## config.mk

```make
export PLATFORM = sky130hd
export DESIGN_NAME = amo_ctrl
export DESIGN_NICKNAME = d
export VERILOG_FILES = /design/src/sv/amo_pkg.sv /design/src/sv/amo_ctrl.sv
export SDC_FILE = /design/constraint.sdc
export NUM_CORES = 1
export LEC_CHECK = 0
export BUFFER_PORTS_ARGS = -buffer_cell sky130_fd_sc_hd__buf_2
export CORE_AREA = 2 2 39 41
export DETAILED_ROUTE_END_ITERATION = 8
export DIE_AREA = 0 0 41 43
export PLACE_DENSITY = 0.67
export SYNTH_ARGS = -nofsm -noshare
export SYNTH_HDL_FRONTEND = slang
export SYNTH_SLANG_ARGS = --single-unit
```

## constraint.sdc

```tcl
create_clock -name clk -period 2.1 [get_ports clk]
set_clock_uncertainty 0.1 [all_clocks]
set_input_delay 0.21 -clock clk [delete_from_list [all_inputs] [get_ports clk]]
set_output_delay 0.21 -clock clk [all_outputs]
set_load 0.005 [all_outputs]
```

## src/sv/amo_pkg.sv

```systemverilog
// Shared types, sizes and operation codes for the atomic memory operation unit.
// No dependencies; imported by every module of the block.
`timescale 1ns / 1ps

package amo_pkg;

  localparam int WORDS  = 1024;            // store depth, a power of two
  localparam int IDX_W  = $clog2(WORDS);
  localparam int FUNC_W = 4;
  localparam int ADDR_W = 10;
  localparam int DATA_W = 64;
  localparam int REG_W  = 5;

  localparam logic [FUNC_W-1:0] OP_LR   = 4'd0;
  localparam logic [FUNC_W-1:0] OP_SC   = 4'd1;
  localparam logic [FUNC_W-1:0] OP_SWAP = 4'd2;
  localparam logic [FUNC_W-1:0] OP_ADD  = 4'd3;
  localparam logic [FUNC_W-1:0] OP_XOR  = 4'd4;
  localparam logic [FUNC_W-1:0] OP_AND  = 4'd5;
  localparam logic [FUNC_W-1:0] OP_OR   = 4'd6;
  localparam logic [FUNC_W-1:0] OP_MIN  = 4'd7;
  localparam logic [FUNC_W-1:0] OP_MAX  = 4'd8;
  localparam logic [FUNC_W-1:0] OP_MINU = 4'd9;
  localparam logic [FUNC_W-1:0] OP_MAXU = 4'd10;

  // controller -> datapath
  typedef struct packed {
    logic             accept;     // capture input word, read store
    logic             exec;       // compute, write back, load result
    logic             clear_we;   // clearing pass write
    logic [IDX_W-1:0] clear_idx;
  } amo_cmd_t;

  // datapath -> controller
  typedef struct packed {
    logic out_free;               // result register can take a word this cycle
  } amo_sts_t;

  // address wraps onto the store
  function automatic logic [IDX_W-1:0] to_idx(input logic [ADDR_W-1:0] address);
    return IDX_W'(address % WORDS);
  endfunction

endpackage

```

## src/sv/amo_ctrl.sv

```systemverilog
// Sequencer of the atomic memory operation unit: clearing pass, accept, execute.
// Depends on amo_pkg.
`timescale 1ns / 1ps

module amo_ctrl (
  input  logic              clk,
  input  logic              rst,
  input  logic              in_valid,
  output logic              in_stall,
  input  amo_pkg::amo_sts_t sts,
  output amo_pkg::amo_cmd_t cmd
);
  import amo_pkg::*;

  localparam logic [1:0] S_CLEAR = 2'd0;
  localparam logic [1:0] S_IDLE  = 2'd1;
  localparam logic [1:0] S_EXEC  = 2'd2;

  logic [1:0]       state;
  logic [1:0]       state_next;
  logic [IDX_W-1:0] clear_cnt;

  always_comb begin
    state_next = state;
    unique case (state)
      S_CLEAR: begin
        if (clear_cnt == IDX_W'(WORDS - 1)) state_next = S_IDLE;
      end
      S_IDLE: begin
        if (in_valid) state_next = S_EXEC;
      end
      S_EXEC: begin
        if (sts.out_free) state_next = S_IDLE;
      end
      default: state_next = S_CLEAR;
    endcase
  end

  always_ff @(posedge clk) begin
    if (rst) begin
      state     <= S_CLEAR;
      clear_cnt <= '0;
    end else begin
      state <= state_next;
      if (state == S_CLEAR) clear_cnt <= clear_cnt + 1'b1;
    end
  end

  assign in_stall      = (state != S_IDLE);
  assign cmd.accept    = (state == S_IDLE) && in_valid;
  assign cmd.exec      = (state == S_EXEC) && sts.out_free;
  assign cmd.clear_we  = (state == S_CLEAR);
  assign cmd.clear_idx = clear_cnt;

endmodule

```

==> impl_metrics.py <==
metrics = {
    "hold_path": {
        "min_path_type": "in -> reg",
    },
    "drt": {
        "highest_layer": "met4",
        "vias": 546,
        "firstDrtPassIters": 4,
        "dr_wl_met2_um": 541,
        "drc": 0,
        "ant_nets": 0,
        "routedWlPerCell_um": 11.7,
        "wl_met1_um": 558,
        "via_per_inst": 5.30,
        "wl_met3_um": 89,
        "drt_wl_total_mm": 1.20,
        "drt_first_iter_violations": 6,
    },
    "timing": {
        "worst_pin_slew_ns": 0.276,
        "setup-tns-final_ns": 0,
        "rsz0062_at_grt": "no",
        "period_needed_ns": 1.63,
        "post-route-period-util_pct": 77.4,
        "setup_viol": 0,
        "slew_headroom_pct": 81.4,
        "max_freq_ghz": 0.615,
        "final_hold_viol_count": 0,
        "drv_slew": 0,
    },
    "die": {
        "io-pin-count": 18,
        "start_util_pct": 42.4,
        "die_area_um2": 1760,
        "die_h_um": 43,
        "fp.dieW_um": 41,
        "fp.coreArea_um2": 1380,
        "rows": 14,
    },
    "synthesis": {
        "syn_inst": 68,
        "async_reset_ff_share_pct": 0,
        "avgSynthCellArea_um2": 8.63,
        "synth_seq_cells": 12,
        "synth_area_um2": 587,
        "yosysWarnings": 0,
        "yosysSeqAreaShare_pct": 40.9,
        "synth_nets": 73,
        "ys.flop_type": "dfxtp_1",
        "yosys.area.top_type": "dfxtp_1",
        "synth_top_area_share_pct": 40.9,
        "ys_types": 25,
        "synth_edf_count": 0,
        "yosysMostFrequentCell": "dfxtp_1",
        "synth_area_leaders": "dfxtp_1 (41%), mux2_2 (7.7%), a21oi_1 (5.1%)",
        "synth_commonest_cells": "dfxtp_1 (12), nor2_1 (7), a21oi_1 (6)",
    },
    "cts": {
        "cts_setup_buffers": 0,
        "post_cts_resized": 0,
        "path_clk_slew_ns": 0.08,
        "clock_latency_ns": 0.27,
        "holdBufCountCts": 0,
        "clock-sinks": 12,
        "clock-root-buffer": "clkbuf_4",
        "cts_buffers": 3,
        "htree_num_levels": 1,
        "cts_buffer_depth": 2,
        "tritoncts": "done",
    },
    "setup_path": {
        "cp_max_fo": 10,
        "crit_slowest_cell": "dfxtp_1",
        "worstSetupStartpointType": "flop",
        "cp.arrival_ns": 1.32,
        "crit_chain": "or2_1 -> inv_1 -> buf_2",
        "critPathRequiredTime_ns": 1.79,
        "path_class": "reg -> out",
        "endpoint_kind": "output pin",
        "max_stage_delay_ns": 0.42,
    },
    "finish": {
        "area_growth_pct": 21.5,
        "nFillCells": 138,
        "drive_gt1_share_pct": 29.9,
        "diodes": 0,
        "design_area_um2": 713,
        "finalNetCount": 93,
    },
    "placed_design": {
        "io_buffer_count": 17,
        "dpl.hpwl_um": 808,
        "post_dp_cell_area_um2": 677,
        "globalplace.congestion": 0.697,
    },
    "flow_run": {
        "maxCapViolations": 0,
    },
    "grt": {
        "grt_usage_pct": 16.6,
        "grt_max_degree": 17,
        "grt_pass1_wl_mm": 1.95,
        "antenna_found_initial": 0,
        "grt-ovfl-total": 0,
        "grt_pass1_vias": 455,
    },
    "power_and_ir_drop": {
        "p_leak_nw": 0.311,
        "ir_drop_mv": 0.294,
        "power_density_nw_per_um2": 638,
    },
    "run_status": {
        "status": "completed",
    },
}
[path summary, 6_finish.rpt]
kind,from,slack (ns),cells past startpoint,endpoint
max,state[0],0.47,3,cmd[10]
min,rst,0.18,2,clear_cnt[2]
max reg2reg,state[1],0.50,3,clear_cnt[7]
min reg2reg,clear_cnt[1],0.40,2,clear_cnt[1]
[critical path: cells and delay by family, from the launching register on]
kind	cells	cell delay [ns]
flops	1	0.42
buf+inv	2	0.34
simple gates	1	0.29
[where the power goes]
part | switching (mW) | leakage (nW) | internal, mW
logic | 0.0133 | 0.193 | 0.0124
registers | 0.00580 | 0.0973 | 0.233
clock network | 0.0851 | 0.0210 | 0.105
[logic make-up (layout without fill, tap and decap cells)]
logic type,count (synthesis),count (layout),share of synthesized area [%]
xor+xnor,2,2,2.99
buf+inv,5,24,4.48
compound gates,11,11,11.1
simple gates,33,33,30.7
flops,12,12,40.9
fa+ha+maj,1,1,2.13
mux,4,4,7.68
[state kept, by name (all words and copies together), names as in the netlist]
name / count
state: 2
clear_cnt: 10
[stage by stage]
step,std cells,setup slack (ns),total power [mW],hold WS (ns),util [%]
2_1_floorplan,68,0.580,0.258,0.332,-
3_3_place_gp,99,0.544,0.270,0.381,48.9
3_5_place_dp,99,0.514,0.270,0.387,48.9
4_1_cts,103,0.476,0.462,0.166,51.5
5_1_grt,103,0.357,0.477,0.176,51.5
6_report,103,0.474,0.455,0.176,51.5
[cell usage in the layout, fill, tap and decap left out]
master	instances
buf_2	17
clkbuf_4	3
and3_1	2
nor2b_1	4
ha_1	1
a211oi_1	1
o31ai_1	1
nand3_1	4
nand4_1	2
or2_1	1
nor2_1	7
nor4_1	2
mux2_2	4
or3_1	2
o21ai_0	2
dfxtp_1	12
xnor2_1	2
nor3b_1	2
or4_1	1
clkbuf_8	1
a21oi_1	6
nand2b_1	1
nand2_1	4
and4_1	1
o21ba_2	1
inv_1	3
[routing by layer]
metal  track usage (%)  vias to the layer above
li1                  -                      280
met1              22.8                      242
met2              21.3                       20
met3              6.28                        4
met4              10.0                        0
met5                 0                        -
[area by class of cell]
| class | instances | area (um2) | share of cell area [%] |
|---|---|---|---|
| clock buffer | 4 | 36.3 | 5.09 |
| inverter | 3 | 11.3 | 1.58 |
| multi-input combinational | 51 | 320 | 44.9 |
| sequential | 12 | 240 | 33.7 |
| tap | 16 | 20.0 | 2.81 |
| timing repair buffer | 17 | 85.1 | 11.9 |
Power figures use the tool's default switching activity.
